--- config.mk ---
export PLATFORM = sky130hd
export DESIGN_NAME = extended_gcd_bezout_core
export DESIGN_NICKNAME = d
export VERILOG_FILES = /design/src/hdl/egcd_pkg.sv /design/src/hdl/extended_gcd_bezout_core.sv /design/src/hdl/egcd_ctrl.sv /design/src/hdl/egcd_datapath.sv
export VERILOG_INCLUDE_DIRS = /design/src /design/src/hdl
export SDC_FILE = /design/constraint.sdc
export NUM_CORES = 1
export LEC_CHECK = 0
export BUFFER_PORTS_ARGS = -buffer_cell sky130_fd_sc_hd__buf_2
export CORE_MARGIN = 5
export CORE_UTILIZATION = 50
export DETAILED_ROUTE_END_ITERATION = 6
export HOLD_SLACK_MARGIN = 0.15
export PLACE_DENSITY_LB_ADDON = 0.3
export SLEW_MARGIN = 10
export SYNTH_ARGS = -nofsm -noshare
export SYNTH_HDL_FRONTEND = slang
export SYNTH_SLANG_ARGS = --single-unit
export TNS_END_PERCENT = 30
--- constraint.sdc ---
create_clock -name clk -period 10.51 [get_ports clk]
set_input_delay 1.051 -clock clk [delete_from_list [all_inputs] [get_ports clk]]
set_output_delay 1.051 -clock clk [all_outputs]
set_load 0.01 [all_outputs]
--- src/hdl/extended_gcd_bezout_core_defines.svh ---
// Assertion macros shared by the extended gcd core.
`ifndef EXTENDED_GCD_BEZOUT_CORE_DEFINES_SVH
`define EXTENDED_GCD_BEZOUT_CORE_DEFINES_SVH

// Plain condition, checked at every clock edge outside reset.
`define EGCD_ASSERT(lbl, prop, msg) \
  lbl: assert property (@(posedge clk) disable iff (!rst_n) (prop)) else $error(msg);

// Antecedent in one cycle, consequent in the next.
`define EGCD_ASSERT_NEXT(lbl, ante, cons, msg) \
  lbl: assert property (@(posedge clk) disable iff (!rst_n) (ante) |=> (cons)) else $error(msg);

`endif

--- src/hdl/egcd_pkg.sv ---
package egcd_pkg;

  localparam int DATA_WIDTH_DEF = 32;

  typedef enum logic [2:0] {
    ST_IDLE,
    ST_ALIGN,
    ST_SUB,
    ST_UPD,
    ST_FIN
  } egcd_state_t;

  // Commands from the sequencer to the datapath and the output register.
  typedef struct packed {
    logic load;
    logic align;
    logic sub;
    logic upd;
    logic deliver;
  } egcd_cmd_t;

  // Status from the datapath back to the sequencer.
  typedef struct packed {
    logic b_zero;
    logic fits;
    logic k_zero;
    logic rem_zero;
  } egcd_stat_t;

endpackage

--- src/hdl/extended_gcd_bezout_core.sv ---
// Extended Euclidean core: for signed operands a and b it returns the
// non-negative gcd g and coefficients x, y with a*x + b*y = g.
//
// Input channel (in_*): one beat carries operand_a and operand_b. Result
// channel (out_*): one beat per input beat carries gcd_value, coef_a and
// coef_b, in input order.
//
// One operand pair is worked at a time; in_tready is high only while the
// core is idle. Each Euclid step runs on one shared shift/subtract unit:
// the divisor is shifted up one bit per cycle until it is aligned, then one
// quotient bit per cycle is taken while the coefficient products build up,
// then the remainders and coefficients are updated. When operand_b is zero
// the core goes straight from the load to the delivery of the result.
//
// The result sits in an output register, so a stalled receiver only holds
// the core once a second result is ready. Reset clears the sequencer and
// the output valid; no clearing pass is needed.
module extended_gcd_bezout_core #(
  parameter int DATA_WIDTH = egcd_pkg::DATA_WIDTH_DEF,
  localparam int IN_W  = ((2 * DATA_WIDTH + 7) / 8) * 8,
  localparam int OUT_W = ((3 * DATA_WIDTH - 1 + 7) / 8) * 8
) (
  input  logic             clk,
  input  logic             rst_n,
  input  logic             in_tvalid,
  output logic             in_tready,
  // operand_a, operand_b (from bit 0 up), zero padded
  input  logic [IN_W-1:0]  in_tdata,
  output logic             out_tvalid,
  input  logic             out_tready,
  // gcd_value, coef_a, coef_b (from bit 0 up), zero padded
  output logic [OUT_W-1:0] out_tdata
);

  egcd_pkg::egcd_cmd_t   cmd;
  egcd_pkg::egcd_stat_t  stat;
  logic                  out_free;
  logic                  out_valid_r, out_valid_nxt;
  logic [OUT_W-1:0]      out_data_r;
  logic [DATA_WIDTH-2:0] res_gcd;
  logic [DATA_WIDTH-1:0] res_coef_a, res_coef_b;

  assign out_free = !out_valid_r || out_tready;

  egcd_ctrl u_ctrl (
    .clk      (clk),
    .rst_n    (rst_n),
    .in_valid (in_tvalid),
    .out_free (out_free),
    .stat     (stat),
    .in_ready (in_tready),
    .cmd      (cmd)
  );

  egcd_datapath #(
    .DATA_WIDTH (DATA_WIDTH)
  ) u_datapath (
    .clk        (clk),
    .rst_n      (rst_n),
    .cmd        (cmd),
    .op_a       (in_tdata[DATA_WIDTH-1:0]),
    .op_b       (in_tdata[2*DATA_WIDTH-1:DATA_WIDTH]),
    .stat       (stat),
    .res_gcd    (res_gcd),
    .res_coef_a (res_coef_a),
    .res_coef_b (res_coef_b)
  );

  always_comb begin
    out_valid_nxt = out_valid_r;
    if (cmd.deliver) begin
      out_valid_nxt = 1'b1;
    end else if (out_tready) begin
      out_valid_nxt = 1'b0;
    end
  end

  always_ff @(posedge clk) begin
    if (!rst_n) begin
      out_valid_r <= 1'b0;
    end else begin
      out_valid_r <= out_valid_nxt;
    end
  end

  always_ff @(posedge clk) begin
    if (cmd.deliver) begin
      out_data_r <= OUT_W'({res_coef_b, res_coef_a, res_gcd});
    end
  end

  assign out_tvalid = out_valid_r;
  assign out_tdata  = out_data_r;

endmodule

--- src/hdl/egcd_ctrl.sv ---
`include "extended_gcd_bezout_core_defines.svh"

module egcd_ctrl (
  input  logic                 clk,
  input  logic                 rst_n,
  input  logic                 in_valid,
  input  logic                 out_free,
  input  egcd_pkg::egcd_stat_t stat,
  output logic                 in_ready,
  output egcd_pkg::egcd_cmd_t  cmd
);

  egcd_pkg::egcd_state_t st_r, st_nxt;

  always_ff @(posedge clk) begin
    if (!rst_n) begin
      st_r <= egcd_pkg::ST_IDLE;
    end else begin
      st_r <= st_nxt;
    end
  end

  always_comb begin
    st_nxt = st_r;
    case (st_r)
      egcd_pkg::ST_IDLE: begin
        if (in_valid) begin
          st_nxt = stat.b_zero ? egcd_pkg::ST_FIN : egcd_pkg::ST_ALIGN;
        end
      end
      egcd_pkg::ST_ALIGN: begin
        if (!stat.fits) begin
          st_nxt = egcd_pkg::ST_SUB;
        end
      end
      egcd_pkg::ST_SUB: begin
        if (stat.k_zero) begin
          st_nxt = egcd_pkg::ST_UPD;
        end
      end
      egcd_pkg::ST_UPD: begin
        st_nxt = stat.rem_zero ? egcd_pkg::ST_FIN : egcd_pkg::ST_ALIGN;
      end
      egcd_pkg::ST_FIN: begin
        if (out_free) begin
          st_nxt = egcd_pkg::ST_IDLE;
        end
      end
      default: st_nxt = egcd_pkg::ST_IDLE;
    endcase
  end

  always_comb begin
    in_ready    = 1'b0;
    cmd         = '0;
    case (st_r)
      egcd_pkg::ST_IDLE: begin
        in_ready = 1'b1;
        cmd.load = in_valid;
      end
      egcd_pkg::ST_ALIGN: cmd.align = 1'b1;
      egcd_pkg::ST_SUB:   cmd.sub = 1'b1;
      egcd_pkg::ST_UPD:   cmd.upd = 1'b1;
      egcd_pkg::ST_FIN:   cmd.deliver = out_free;
      default:            cmd = '0;
    endcase
  end

  `EGCD_ASSERT(a_cmd_onehot, $onehot0({cmd.load, cmd.align, cmd.sub, cmd.upd, cmd.deliver}), "egcd_ctrl: more than one command active")

endmodule

--- src/hdl/egcd_datapath.sv ---
`include "extended_gcd_bezout_core_defines.svh"

module egcd_datapath #(
  parameter int DATA_WIDTH = egcd_pkg::DATA_WIDTH_DEF
) (
  input  logic                        clk,
  input  logic                        rst_n,
  input  egcd_pkg::egcd_cmd_t         cmd,
  input  logic signed [DATA_WIDTH-1:0] op_a,
  input  logic signed [DATA_WIDTH-1:0] op_b,
  output egcd_pkg::egcd_stat_t        stat,
  output logic [DATA_WIDTH-2:0]       res_gcd,
  output logic [DATA_WIDTH-1:0]       res_coef_a,
  output logic [DATA_WIDTH-1:0]       res_coef_b
);

  localparam int KW = $clog2(DATA_WIDTH);

  // Remainder magnitudes: n_r is the running dividend, d_r the divisor and
  // dsh_r the divisor aligned under the dividend.
  logic [DATA_WIDTH-1:0] n_r, n_nxt, d_r, d_nxt, dsh_r, dsh_nxt;
  logic [KW-1:0]         k_r, k_nxt;
  logic                  sp_r, sp_nxt, sc_r, sc_nxt;
  logic [DATA_WIDTH-1:0] px_r, px_nxt, cx_r, cx_nxt;
  logic [DATA_WIDTH-1:0] py_r, py_nxt, cy_r, cy_nxt;
  logic [DATA_WIDTH-1:0] qx_r, qx_nxt, qy_r, qy_nxt;
  logic [DATA_WIDTH-1:0] mag_a, mag_b;
  logic                  ge;

  assign mag_a = op_a[DATA_WIDTH-1] ? DATA_WIDTH'(-op_a) : op_a;
  assign mag_b = op_b[DATA_WIDTH-1] ? DATA_WIDTH'(-op_b) : op_b;
  assign ge    = (dsh_r <= n_r);

  assign stat.b_zero   = (op_b == '0);
  assign stat.fits     = ({dsh_r, 1'b0} <= {1'b0, n_r});
  assign stat.k_zero   = (k_r == '0);
  assign stat.rem_zero = (n_r == '0);

  always_comb begin
    n_nxt   = n_r;
    d_nxt   = d_r;
    dsh_nxt = dsh_r;
    k_nxt   = k_r;
    sp_nxt  = sp_r;
    sc_nxt  = sc_r;
    px_nxt  = px_r;
    cx_nxt  = cx_r;
    py_nxt  = py_r;
    cy_nxt  = cy_r;
    qx_nxt  = qx_r;
    qy_nxt  = qy_r;
    if (cmd.load) begin
      n_nxt   = mag_a;
      d_nxt   = mag_b;
      dsh_nxt = mag_b;
      k_nxt   = '0;
      sp_nxt  = op_a[DATA_WIDTH-1];
      sc_nxt  = op_b[DATA_WIDTH-1];
      px_nxt  = DATA_WIDTH'(1);
      cx_nxt  = '0;
      py_nxt  = '0;
      cy_nxt  = DATA_WIDTH'(1);
      qx_nxt  = '0;
      qy_nxt  = '0;
    end else if (cmd.align) begin
      if (stat.fits) begin
        dsh_nxt = {dsh_r[DATA_WIDTH-2:0], 1'b0};
        k_nxt   = k_r + KW'(1);
      end
    end else if (cmd.sub) begin
      // One quotient bit per cycle, most significant first; the products
      // q*cur_x and q*cur_y build up in Horner form alongside.
      if (ge) begin
        n_nxt = n_r - dsh_r;
      end
      qx_nxt = {qx_r[DATA_WIDTH-2:0], 1'b0} + (ge ? cx_r : '0);
      qy_nxt = {qy_r[DATA_WIDTH-2:0], 1'b0} + (ge ? cy_r : '0);
      if (!stat.k_zero) begin
        dsh_nxt = {1'b0, dsh_r[DATA_WIDTH-1:1]};
        k_nxt   = k_r - KW'(1);
      end
    end else if (cmd.upd) begin
      // The quotient is negative when dividend and divisor differ in sign.
      // The remainder keeps the sign of the dividend.
      cx_nxt  = (sp_r ^ sc_r) ? px_r + qx_r : px_r - qx_r;
      cy_nxt  = (sp_r ^ sc_r) ? py_r + qy_r : py_r - qy_r;
      px_nxt  = cx_r;
      py_nxt  = cy_r;
      n_nxt   = d_r;
      d_nxt   = n_r;
      dsh_nxt = n_r;
      k_nxt   = '0;
      qx_nxt  = '0;
      qy_nxt  = '0;
      sp_nxt  = sc_r;
      sc_nxt  = sp_r;
    end
  end

  always_ff @(posedge clk) begin
    if (!rst_n) begin
      k_r <= '0;
    end else begin
      k_r <= k_nxt;
    end
  end

  always_ff @(posedge clk) begin
    n_r   <= n_nxt;
    d_r   <= d_nxt;
    dsh_r <= dsh_nxt;
    sp_r  <= sp_nxt;
    sc_r  <= sc_nxt;
    px_r  <= px_nxt;
    cx_r  <= cx_nxt;
    py_r  <= py_nxt;
    cy_r  <= cy_nxt;
    qx_r  <= qx_nxt;
    qy_r  <= qy_nxt;
  end

  // A negative last remainder flips both coefficients; the gcd is its magnitude.
  assign res_gcd    = n_r[DATA_WIDTH-2:0];
  assign res_coef_a = sp_r ? DATA_WIDTH'(-px_r) : px_r;
  assign res_coef_b = sp_r ? DATA_WIDTH'(-py_r) : py_r;

  `EGCD_ASSERT(a_div_nonzero, !(cmd.align || cmd.sub) || (d_r != '0), "egcd_datapath: division by zero")
  `EGCD_ASSERT(a_rem_below_div, !cmd.upd || (n_r < d_r), "egcd_datapath: remainder not below divisor")
  `EGCD_ASSERT_NEXT(a_align_bound, cmd.align && stat.fits, dsh_r <= n_r, "egcd_datapath: aligned divisor exceeds dividend")

endmodule

# Word level (Yosys, flattened, before mapping)
# Index checks and enable logic that the tools add are counted.
# totals
regBits,394
input_bits,68
output_inout_bits,98
elab_cells,122
# classes
n_addsub,13
n_lt_le_gt_ge,2
eq_ne,15
muxes,53
n_bitwise,4
n_reduce_logical,20
# op_table
cell,n
32-bit 2-to-1 mux,25
32-bit adder,4
32-bit negator,4
32-bit subtractor,3
32-bit logical NOT,2
33-bit by 32-bit <= comparator with 1-bit output,1
32-bit <= comparator,1
5-bit 2-to-1 mux,5
3-bit 2-to-1 mux,6
1-bit 2-to-1 mux,16
3-bit one-hot mux with 5 select lines,1
3-bit AND reduction,5
2-bit by 1-bit inequality test with 1-bit output (second input constant),4
3-bit by 2-bit equality test with 1-bit output (second input constant),2
2-bit inequality test (second input constant),3
3-bit by 1-bit inequality test with 1-bit output (second input constant),2
2-bit nonzero test,3
3-bit nonzero test,2
5-bit by 1-bit adder with 5-bit output (second input constant),1
5-bit logical NOT,1
5-bit by 1-bit subtractor with 5-bit output (second input constant),1
4-bit inequality test (second input constant),1
4-bit AND reduction,1
4-bit nonzero test,1
10 further kinds,12

# Logic depth before layout (Yosys ltp)
# Gate-level depths: netlist (run 1).
# depth
word_depth,6
ltp_mapped,24
mapped_depth_nobuf,23

# By module
# Synthesis (run 1) repeated with hierarchy kept, for this count alone.
# unflattened
cells_unflattened,3134
hier_area_um2,27342.5
# modules_own_cells
module,n_inst,cells_per_inst,area_per_inst_um2,seq_area_each_um2
egcd_datapath,1,3007,24225.7,6886.6
extended_gcd_bezout_core,1,101,2912.8,2872.8
egcd_ctrl,1,26,203.9,60.1

# Least setup slack after synthesis (run 1)
# Ideal clock, no wire load.
# synth_timing
path_kind,input -> register
start,input out_tready
end,"register out_data_r[0], in the netlist out_tdata[0] (enable)"
setup_ns,0.549
arrival_time_ns,5.069
required_ns,9.961
slack_ns,4.891
path_stages,2
path_buffers,0
cell_sequence,nor2b_1 nor2_1
# synth_lines
item,line_no,rtl
from (decl),extended_gcd_bezout_core.sv:30,"input logic out_tready,"
to (signal assigned),extended_gcd_bezout_core.sv:88,"out_data_r <= OUT_W'({res_coef_b, res_coef_a, res_gcd});"
to (decl),extended_gcd_bezout_core.sv:39,logic [OUT_W-1:0] out_data_r;

# Final worst setup path (run 1)
# layout_timing
start,register u_datapath.n_r[0]
end,register u_datapath.qy_r[28]
# layout_via
elab_chain_len,4
# layout_rtl
item,line_no,rtl
from (decl),egcd_datapath.sv:21,"logic [DATA_WIDTH-1:0] n_r, n_nxt, d_r, d_nxt, dsh_r, dsh_nxt;"
from (signal assigned),egcd_datapath.sv:109,n_r <= n_nxt;
32-bit <= comparator,egcd_datapath.sv:32,assign ge = (dsh_r <= n_r);
32-bit 2-to-1 mux,egcd_datapath.sv:77,"qy_nxt = {qy_r[DATA_WIDTH-2:0], 1'b0} + (ge ? cy_r : '0);"
32-bit adder,egcd_datapath.sv:77,
32-bit 2-to-1 mux,egcd_datapath.sv:70,end else if (cmd.sub) begin
to (signal assigned),egcd_datapath.sv:119,qy_r <= qy_nxt;
to (decl),egcd_datapath.sv:26,"logic [DATA_WIDTH-1:0] qx_r, qx_nxt, qy_r, qy_nxt;"
# Every way passes these cells.
# A chain may end at the register's enable or synchronous reset.

==> flow_results.xml, run 1 <==
<?xml version="1.0" encoding="UTF-8"?>
<metrics>
  <group name="finish">
    <metric name="cell_count_final_fillers_out" unit="">3943</metric>
    <metric name="final_nets" unit="">3484</metric>
    <metric name="syn_to_final_growth" unit="%">11.3</metric>
    <metric name="layout-drive-gt1-share" unit="%">9.62</metric>
    <metric name="num_antenna_cells" unit="">0</metric>
  </group>
  <group name="critical_path">
    <metric name="worst_ep_required_time" unit="ns">10.99</metric>
    <metric name="worst_path_dominant_cell_family" unit="">compound AO/OA/AOI/OAI gates</metric>
    <metric name="critPathMaxStageDelay" unit="ns">0.49</metric>
    <metric name="worstSetupStartpointType" unit="">flip-flop</metric>
    <metric name="worstSetupPathType" unit="">flip-flop to flip-flop</metric>
    <metric name="cp_cell_sequence" unit="">inv_1 -&gt; ha_1 -&gt; fa_1 -&gt; nor2b_1 -&gt; o31a_1 -&gt; o21bai_1 -&gt; nand3_1 -&gt; and2_1 -&gt; o211ai_1 -&gt; nand2_1 -&gt; buf_4 -&gt; and2_1 -&gt; ha_1 -&gt; a211oi_1 -&gt; o21bai_1 -&gt; a41o_1 -&gt; a311oi_1 -&gt; nor2_1 -&gt; o31ai_1 -&gt; o21ai_0 -&gt; a221oi_1 -&gt; mux2i_1 -&gt; nand3_1</metric>
    <metric name="critPathCaptureType" unit="">flip-flop</metric>
    <metric name="cp.arrival" unit="ns">6.66</metric>
    <metric name="crit_path_top_delay_cell" unit="">sky130_fd_sc_hd__buf_4</metric>
    <metric name="critPathMaxFanout" unit="">62</metric>
    <metric name="worst-path-buf-inv" unit="">2</metric>
  </group>
  <group name="power_and_ir_drop">
    <metric name="finalPower" unit="W">0.00817</metric>
    <metric name="vdd_drop_max" unit="mV">0.278</metric>
    <metric name="power_density" unit="nW/um^2">274</metric>
    <metric name="power.static_leakage" unit="nW">12.5</metric>
  </group>
  <group name="floorplan">
    <metric name="die_area" unit="um^2">58300</metric>
    <metric name="num_rows" unit="">84</metric>
    <metric name="initial_utilization" unit="%">50.7</metric>
    <metric name="die_h" unit="um">241</metric>
    <metric name="floorplan.core_area" unit="um^2">52800</metric>
    <metric name="floorplan.io_pins" unit="">166</metric>
    <metric name="dieWidth" unit="um">241</metric>
  </group>
  <group name="yosys">
    <metric name="netlist_instances" unit="">3117</metric>
    <metric name="syn-cell-area" unit="um^2">26800</metric>
    <metric name="ys_seq_area_share" unit="%">36.7</metric>
    <metric name="predominant_post_synthesis_flop_cell" unit="">sky130_fd_sc_hd__dfxtp_1</metric>
    <metric name="synth_top_family_by_area" unit="">compound AO/OA/AOI/OAI gates</metric>
    <metric name="post_synth_xor_area_fraction" unit="%">9.88</metric>
    <metric name="synthArstFlopShare" unit="%">0</metric>
    <metric name="yosysWarnings" unit="">0</metric>
    <metric name="mappedNetlistNets" unit="">3384</metric>
    <metric name="synth-compound-area-share" unit="%">21.9</metric>
    <metric name="synthAdderAreaFrac" unit="%">9.44</metric>
    <metric name="synthSimpleGateAreaFrac" unit="%">18.1</metric>
    <metric name="avgSynthCellArea" unit="um^2">8.59</metric>
    <metric name="yosys-top-cells-area" unit="">sky130_fd_sc_hd__edfxtp_1 (22%), sky130_fd_sc_hd__dfxtp_1 (15%), sky130_fd_sc_hd__ha_1 (9.1%), sky130_fd_sc_hd__nand2_1 (6.4%), sky130_fd_sc_hd__a21oi_1 (6.2%)</metric>
    <metric name="yosys-mux-area-fraction" unit="%">0.486</metric>
    <metric name="synth_cell_type_count" unit="">79</metric>
    <metric name="post_synth_top_area_cell" unit="">sky130_fd_sc_hd__edfxtp_1</metric>
    <metric name="yosys.area.top_type_share" unit="%">21.6</metric>
    <metric name="synth_edf_count" unit="">193</metric>
    <metric name="synth-seq-cells" unit="">394</metric>
  </group>
  <group name="sta">
    <metric name="layout_setup_ws" unit="ns">4.33</metric>
    <metric name="post-route-min-period" unit="ns">6.18</metric>
    <metric name="unrepaired_setup_endpoints_after_global_routing" unit="">false</metric>
    <metric name="slew_violations" unit="">0</metric>
    <metric name="worst_slew_margin_rel" unit="%">27.8</metric>
    <metric name="timing_hold_violations_final" unit="">0</metric>
    <metric name="setup_viol" unit="">0</metric>
    <metric name="period_share" unit="%">58.8</metric>
    <metric name="achievable-frequency" unit="MHz">162</metric>
    <metric name="fin_worst_skew" unit="ns">0.0308</metric>
    <metric name="tns" unit="ns">0</metric>
    <metric name="worst_slew_pin_slew" unit="ns">1.08</metric>
  </group>
  <group name="placed_design">
    <metric name="io_buffer_count" unit="">164</metric>
    <metric name="pre_cts_ws" unit="ns">4.41</metric>
    <metric name="hpwl" unit="um">53900</metric>
    <metric name="placed_cells" unit="">3857</metric>
    <metric name="place_congestion" unit="">0.981</metric>
  </group>
  <group name="clocking">
    <metric name="tritoncts.num_buffers" unit="">46</metric>
    <metric name="cts_resized" unit="">0</metric>
    <metric name="cts_tree" unit="">built</metric>
    <metric name="clk_latency" unit="ns">0.60</metric>
    <metric name="cts-htree-levels" unit="">2</metric>
    <metric name="post_cts.repair.setup_buffers" unit="">0</metric>
    <metric name="cts_sinks" unit="">394</metric>
    <metric name="postCtsHoldBufs" unit="">0</metric>
    <metric name="cts-root-buf" unit="">sky130_fd_sc_hd__clkbuf_16</metric>
    <metric name="clockBufferDepth" unit="">3</metric>
    <metric name="clkSlewWorstSetupHoldPaths" unit="ns">0.06</metric>
  </group>
  <group name="routing">
    <metric name="route.final.wire_length" unit="um">76100</metric>
    <metric name="drt-vias-per-instance" unit="">6.06</metric>
    <metric name="average_wire_per_cell_in_the_routed_design" unit="um">19.3</metric>
    <metric name="drt_iter0_markers" unit="">1789</metric>
    <metric name="ant_nets" unit="">0</metric>
    <metric name="vias" unit="">23900</metric>
    <metric name="remaining_design_rule_violation_count" unit="">0</metric>
    <metric name="drtPass1Iterations" unit="">7</metric>
  </group>
  <group name="grt">
    <metric name="grt_pass1_wl" unit="um">121000</metric>
    <metric name="grt_start_max_net_pins" unit="">232</metric>
    <metric name="grt_antenna_before_repair" unit="">1</metric>
    <metric name="grt_pass1_vias" unit="">22500</metric>
    <metric name="gr-usage-all-layers" unit="%">25.3</metric>
    <metric name="gr_overflow_total" unit="">0</metric>
  </group>
  <group name="worst_hold_path">
    <metric name="timing.hold.worst.class" unit="">flip-flop to flip-flop</metric>
  </group>
  <group name="run">
    <metric name="drv.max_cap_violation_count" unit="">0</metric>
  </group>
  <group name="outcome">
    <metric name="outcome" unit="">completed</metric>
  </group>
</metrics>
-- worst min-delay path, stage by stage, from the launching register on --
cell	delay, ns
sky130_fd_sc_hd__dfxtp_1	0.32
sky130_fd_sc_hd__nand2_1	0.05
sky130_fd_sc_hd__a21oi_1	0.05
-- area by class of cell --
| class | instances | area, um^2 |
|---|---|---|
| well taps | 688 | 861 |
| clock buffers | 62 | 1340 |
| clock inverters | 24 | 248 |
| fillers | 4725 | 23000 |
| inverters | 115 | 432 |
| flip-flops and latches | 394 | 9820 |
| repair buffers | 185 | 991 |
| multi-input cells | 2475 | 16100 |
-- through the flow --
stage	area, um^2	util, %	hold WS [ns]
after CTS	29800	56.5	0.463
after detailed placement	28200	53.5	0.454
final	29800	56.5	0.464
after global placement	28200	53.5	0.450
after global routing	29800	56.5	0.480
after floorplan	26800	-	0.438
-- synthesized netlist by cell type, drive strengths merged, types with 32 or more instances --
cell type / instances
ha: 194
nand2: 453
o21ai: 232
xnor2: 186
nor3: 51
a21o: 88
inv: 115
a211oi: 32
a21oi: 331
dfxtp: 201
nor2: 161
o31ai: 48
and2: 72
nand2b: 32
nand3: 56
edfxtp: 193
xor2: 116
clkbuf: 125
-- cell usage in the layout, fill, tap and decap left out, types with 18 or more instances in the layout --
| master | instances |
|---|---|
| sky130_fd_sc_hd__a211oi_1 | 32 |
| sky130_fd_sc_hd__a21o_1 | 88 |
| sky130_fd_sc_hd__a21oi_1 | 331 |
| sky130_fd_sc_hd__a31oi_1 | 21 |
| sky130_fd_sc_hd__and2_1 | 71 |
| sky130_fd_sc_hd__buf_2 | 164 |
| sky130_fd_sc_hd__buf_4 | 20 |
| sky130_fd_sc_hd__clkbuf_16 | 50 |
| sky130_fd_sc_hd__dfxtp_1 | 201 |
| sky130_fd_sc_hd__edfxtp_1 | 193 |
| sky130_fd_sc_hd__ha_1 | 194 |
| sky130_fd_sc_hd__inv_1 | 115 |
| sky130_fd_sc_hd__nand2_1 | 452 |
| sky130_fd_sc_hd__nand2b_1 | 31 |
| sky130_fd_sc_hd__nand3_1 | 55 |
| sky130_fd_sc_hd__nand4_1 | 26 |
| sky130_fd_sc_hd__nor2_1 | 156 |
| sky130_fd_sc_hd__nor2b_1 | 25 |
| sky130_fd_sc_hd__nor3_1 | 49 |
| sky130_fd_sc_hd__nor4_1 | 23 |
| sky130_fd_sc_hd__o21ai_0 | 228 |
| sky130_fd_sc_hd__o21bai_1 | 23 |
| sky130_fd_sc_hd__o31ai_1 | 48 |
| sky130_fd_sc_hd__o41ai_1 | 18 |
| sky130_fd_sc_hd__or3_1 | 19 |
| sky130_fd_sc_hd__or4_1 | 27 |
| sky130_fd_sc_hd__xnor2_1 | 185 |
| sky130_fd_sc_hd__xor2_1 | 115 |
-- flip-flops by register name, indices dropped and copies added (netlist names) --
signal,flops
u_datapath.py_r,32
u_datapath.px_r,32
u_ctrl.st_r,3
u_datapath.qy_r,32
u_datapath.n_r,32
u_datapath.d_r,32
out_tvalid,1
u_datapath.k_r,5
u_datapath.qx_r,32
u_datapath.cy_r,32
u_datapath.dsh_r,32
u_datapath.sc_r,1
u_datapath.cx_r,32
u_datapath.sp_r,1
out_tdata,95
-- report_power, final --
part	switching (W)	internal, W	total, W
combinational	0.00266	0.00145	0.00411
clock	0.000692	0.000980	0.00167
sequential	0.000293	0.00209	0.00239
-- cell families after synthesis --
kind of cell | after synthesis
other | 1
XOR/XNOR | 302
buffers and inverters | 248
multiplexers | 13
AND/OR/NAND/NOR | 1017
flip-flops | 394
adder cells (fa/ha/maj) | 199
AO/OA/AOI/OAI | 943
-- path summary, 6_finish.rpt --
path / from / endpoint / slack [ns] / cells after the start
max: u_datapath.n_r[0]$_DFFE_PP_ / u_datapath.qy_r[28]$_SDFFE_PP0P_ / 4.33 / 23
min: u_datapath.cx_r[29]$_SDFFE_PP0P_ / u_datapath.px_r[29]$_SDFFE_PP0P_ / 0.46 / 2
max reg2reg: u_datapath.n_r[0]$_DFFE_PP_ / u_datapath.qy_r[28]$_SDFFE_PP0P_ / 4.33 / 23
min reg2reg: u_datapath.cx_r[29]$_SDFFE_PP0P_ / u_datapath.px_r[29]$_SDFFE_PP0P_ / 0.46 / 2
-- routing by layer --
layer  up-vias  GRT usage (%)  wire length, um
met3       144           3.84             5520
met4         0           7.10             2130
li1      11500              -                -
met2       906           42.0            35300
met1     11300           34.5            33200
met5         -              0                0
Power figures use the tool's default switching activity.
==> run 2: changes to the inputs <==
Clock period 10.51 ns to 6.06 ns, I/O delays scaled along.
==> flow_results.xml, run 2 (synthesis results as in run 1) <==
<?xml version="1.0" encoding="UTF-8"?>
<metrics>
  <group name="outcome">
    <metric name="outcome" unit="">finished, violations left</metric>
    <metric name="violated_checks" unit="">design-rule violations</metric>
  </group>
  <group name="routing">
    <metric name="drt_iter0_markers" unit="">2008</metric>
    <metric name="remaining_design_rule_violation_count" unit="">1</metric>
    <metric name="average_wire_per_cell_in_the_routed_design" unit="um">19.4</metric>
    <metric name="ant_nets" unit="">0</metric>
    <metric name="vias" unit="">23900</metric>
    <metric name="drt-vias-per-instance" unit="">6.04</metric>
    <metric name="drtPass1Iterations" unit="">7</metric>
    <metric name="route.final.wire_length" unit="um">76500</metric>
  </group>
  <group name="floorplan">
    <metric name="initial_utilization" unit="%">50.7</metric>
    <metric name="die_h" unit="um">241</metric>
    <metric name="die_area" unit="um^2">58300</metric>
    <metric name="dieWidth" unit="um">241</metric>
    <metric name="floorplan.io_pins" unit="">166</metric>
    <metric name="num_rows" unit="">84</metric>
    <metric name="floorplan.core_area" unit="um^2">52800</metric>
  </group>
  <group name="finish">
    <metric name="layout_common_cells" unit="">sky130_fd_sc_hd__nand2_1 (452), sky130_fd_sc_hd__a21oi_1 (331), sky130_fd_sc_hd__o21ai_0 (228)</metric>
    <metric name="final_nets" unit="">3493</metric>
    <metric name="largest_register_ff_count" unit="">95</metric>
    <metric name="multi_input_comb_area" unit="um^2">16100</metric>
    <metric name="syn_to_final_growth" unit="%">11.4</metric>
    <metric name="layout-drive-gt1-share" unit="%">9.59</metric>
    <metric name="design_area" unit="um^2">29800</metric>
    <metric name="num_antenna_cells" unit="">0</metric>
    <metric name="final-seq-area" unit="um^2">9820</metric>
    <metric name="cell_count_final_fillers_out" unit="">3951</metric>
    <metric name="fillers" unit="">4785</metric>
    <metric name="layout_commonest_cell" unit="">sky130_fd_sc_hd__nand2_1</metric>
  </group>
  <group name="grt">
    <metric name="grt_pass1_vias" unit="">22700</metric>
    <metric name="grt_start_max_net_pins" unit="">232</metric>
    <metric name="grt_pass1_wl" unit="um">121000</metric>
    <metric name="gr-usage-all-layers" unit="%">25.4</metric>
    <metric name="gr_overflow_total" unit="">0</metric>
    <metric name="grt_antenna_before_repair" unit="">0</metric>
  </group>
  <group name="placed_design">
    <metric name="place_congestion" unit="">0.960</metric>
    <metric name="hpwl" unit="um">54300</metric>
    <metric name="placed_cells" unit="">3867</metric>
    <metric name="io_buffer_count" unit="">164</metric>
    <metric name="pre_cts_ws" unit="ns">0.297</metric>
    <metric name="postPlaceCellArea" unit="um^2">28300</metric>
  </group>
  <group name="clocking">
    <metric name="clkSlewWorstSetupHoldPaths" unit="ns">0.06</metric>
    <metric name="clk_latency" unit="ns">0.59</metric>
    <metric name="clockBufferDepth" unit="">3</metric>
    <metric name="cts-root-buf" unit="">sky130_fd_sc_hd__clkbuf_16</metric>
    <metric name="cts_tree" unit="">built</metric>
    <metric name="tritoncts.num_buffers" unit="">45</metric>
    <metric name="cts_sinks" unit="">394</metric>
    <metric name="cts-htree-levels" unit="">2</metric>
  </group>
  <group name="critical_path">
    <metric name="crit_path_top_delay_cell" unit="">sky130_fd_sc_hd__edfxtp_1</metric>
    <metric name="worstSetupPathType" unit="">flip-flop to flip-flop</metric>
    <metric name="critPathMaxFanout" unit="">62</metric>
    <metric name="critPathMaxStageDelay" unit="ns">0.50</metric>
    <metric name="critPathCaptureType" unit="">flip-flop</metric>
    <metric name="worstSetupStartpointType" unit="">flip-flop</metric>
    <metric name="cp_cell_sequence" unit="">ha_1 -&gt; or3_1 -&gt; o2111ai_1 -&gt; o21bai_1 -&gt; nand3_1 -&gt; and2_1 -&gt; o211ai_1 -&gt; nand2_1 -&gt; buf_12 -&gt; and2_1 -&gt; ha_1 -&gt; fa_1 -&gt; a21o_1 -&gt; nand3_1 -&gt; a21oi_1 -&gt; o21ai_1 -&gt; o311ai_1 -&gt; a221oi_2 -&gt; o21bai_1 -&gt; a211o_1 -&gt; a2111o_1 -&gt; nand3_1</metric>
    <metric name="cp.arrival" unit="ns">6.29</metric>
    <metric name="critPathMostFrequentCell" unit="">sky130_fd_sc_hd__nand3_1</metric>
    <metric name="worst_ep_required_time" unit="ns">6.58</metric>
  </group>
  <group name="worst_hold_path">
    <metric name="timing.hold.worst.class" unit="">input port to flip-flop</metric>
  </group>
  <group name="sta">
    <metric name="worst_slew_margin_rel" unit="%">24.4</metric>
    <metric name="post-route-min-period" unit="ns">5.77</metric>
    <metric name="timing_hold_violations_final" unit="">0</metric>
    <metric name="setup_viol" unit="">0</metric>
    <metric name="slew_violations" unit="">0</metric>
    <metric name="unrepaired_setup_endpoints_after_global_routing" unit="">true</metric>
    <metric name="achievable-frequency" unit="MHz">173</metric>
    <metric name="worst_slew_pin_slew" unit="ns">1.13</metric>
    <metric name="period_share" unit="%">95.3</metric>
    <metric name="fin_worst_skew" unit="ns">0.0214</metric>
    <metric name="layout_setup_ws" unit="ns">0.287</metric>
  </group>
  <group name="power_and_ir_drop">
    <metric name="power_density" unit="nW/um^2">475</metric>
    <metric name="power.net_switching" unit="W">0.00629</metric>
    <metric name="pwr-share-clk" unit="%">19.8</metric>
    <metric name="power.share.sequential" unit="%">29.2</metric>
    <metric name="vdd_drop_max" unit="mV">0.482</metric>
    <metric name="power.static_leakage" unit="nW">12.5</metric>
    <metric name="finalPower" unit="W">0.0142</metric>
    <metric name="switching_share" unit="%">44.5</metric>
    <metric name="share_comb_of_total_power" unit="%">51.0</metric>
    <metric name="cellInternalPower" unit="W">0.00786</metric>
  </group>
  <group name="run">
    <metric name="drv.max_cap_violation_count" unit="">0</metric>
  </group>
</metrics>
==> run 2: worst paths after layout <==
path | end | cells after the start | slack (ns) | startpoint
max reg2reg | u_datapath.qy_r[25]$_SDFFE_PP0P_ | 22 | 0.29 | u_datapath.n_r[5]$_DFFE_PP_
min | u_ctrl.st_r[0]$_SDFFE_PN0P_ | 2 | 0.34 | rst_n
max | u_datapath.qy_r[25]$_SDFFE_PP0P_ | 22 | 0.29 | u_datapath.n_r[5]$_DFFE_PP_
min reg2reg | u_datapath.py_r[31]$_SDFFE_PP0P_ | 2 | 0.46 | u_datapath.cy_r[31]$_SDFFE_PP0P_
==> run 2: metal layers <==
layer	vias up	global-route usage [%]	share of wire [%]
met4	0	7.37	3.0
met2	891	42.2	46
li1	11500	-	-
met3	139	4.03	7.3
met5	-	0	0
met1	11300	34.4	44
==> run 2: power by group through the flow <==
stage	logic, W	registers (W)	clock network (W)
floorplan	0.00515	0.00397	0
global placement	0.00694	0.00414	0
detailed placement	0.00707	0.00417	0
CTS	0.00713	0.00411	0.00285
global route	0.00792	0.00418	0.00297
finish	0.00721	0.00413	0.00280
==> run 2: stage by stage <==
stage | util, % | setup TNS (ns) | hold slack [ns]
finish | 56.5 | 0 | 0.344
global route | 56.5 | -0.0194 | 0.334
CTS | 56.5 | 0 | 0.310
detailed placement | 53.7 | 0 | 0.459
global placement | 53.7 | 0 | 0.451
floorplan | - | 0 | 0.438
==> run 2: worst max-delay path: cells and delay by family, from the launching register on <==
| kind | cells | cell delay, ns |
|---|---|---|
| AO/OA/AOI/OAI | 11 | 2.72 |
| AND/OR/NAND/NOR | 7 | 1.23 |
| adder cells (fa/ha/maj) | 3 | 1.01 |
| flip-flops | 1 | 0.50 |
| buffers and inverters | 1 | 0.22 |
==> run 2: repair_timing <==
item	CTS	global route
endpoints found under the setup margin	0	2
hold buffers	0	0
buffers inserted	0	0
resized for setup	0	1
==> run 2: layout make-up <==
cell class,instances,area share (%)
tap,688,2.89
sequential,394,32.9
clock buffer,62,4.34
clock inverter,22,0.684
timing repair buffer,195,3.66
inverter,115,1.45
multi-input combinational,2475,54.0
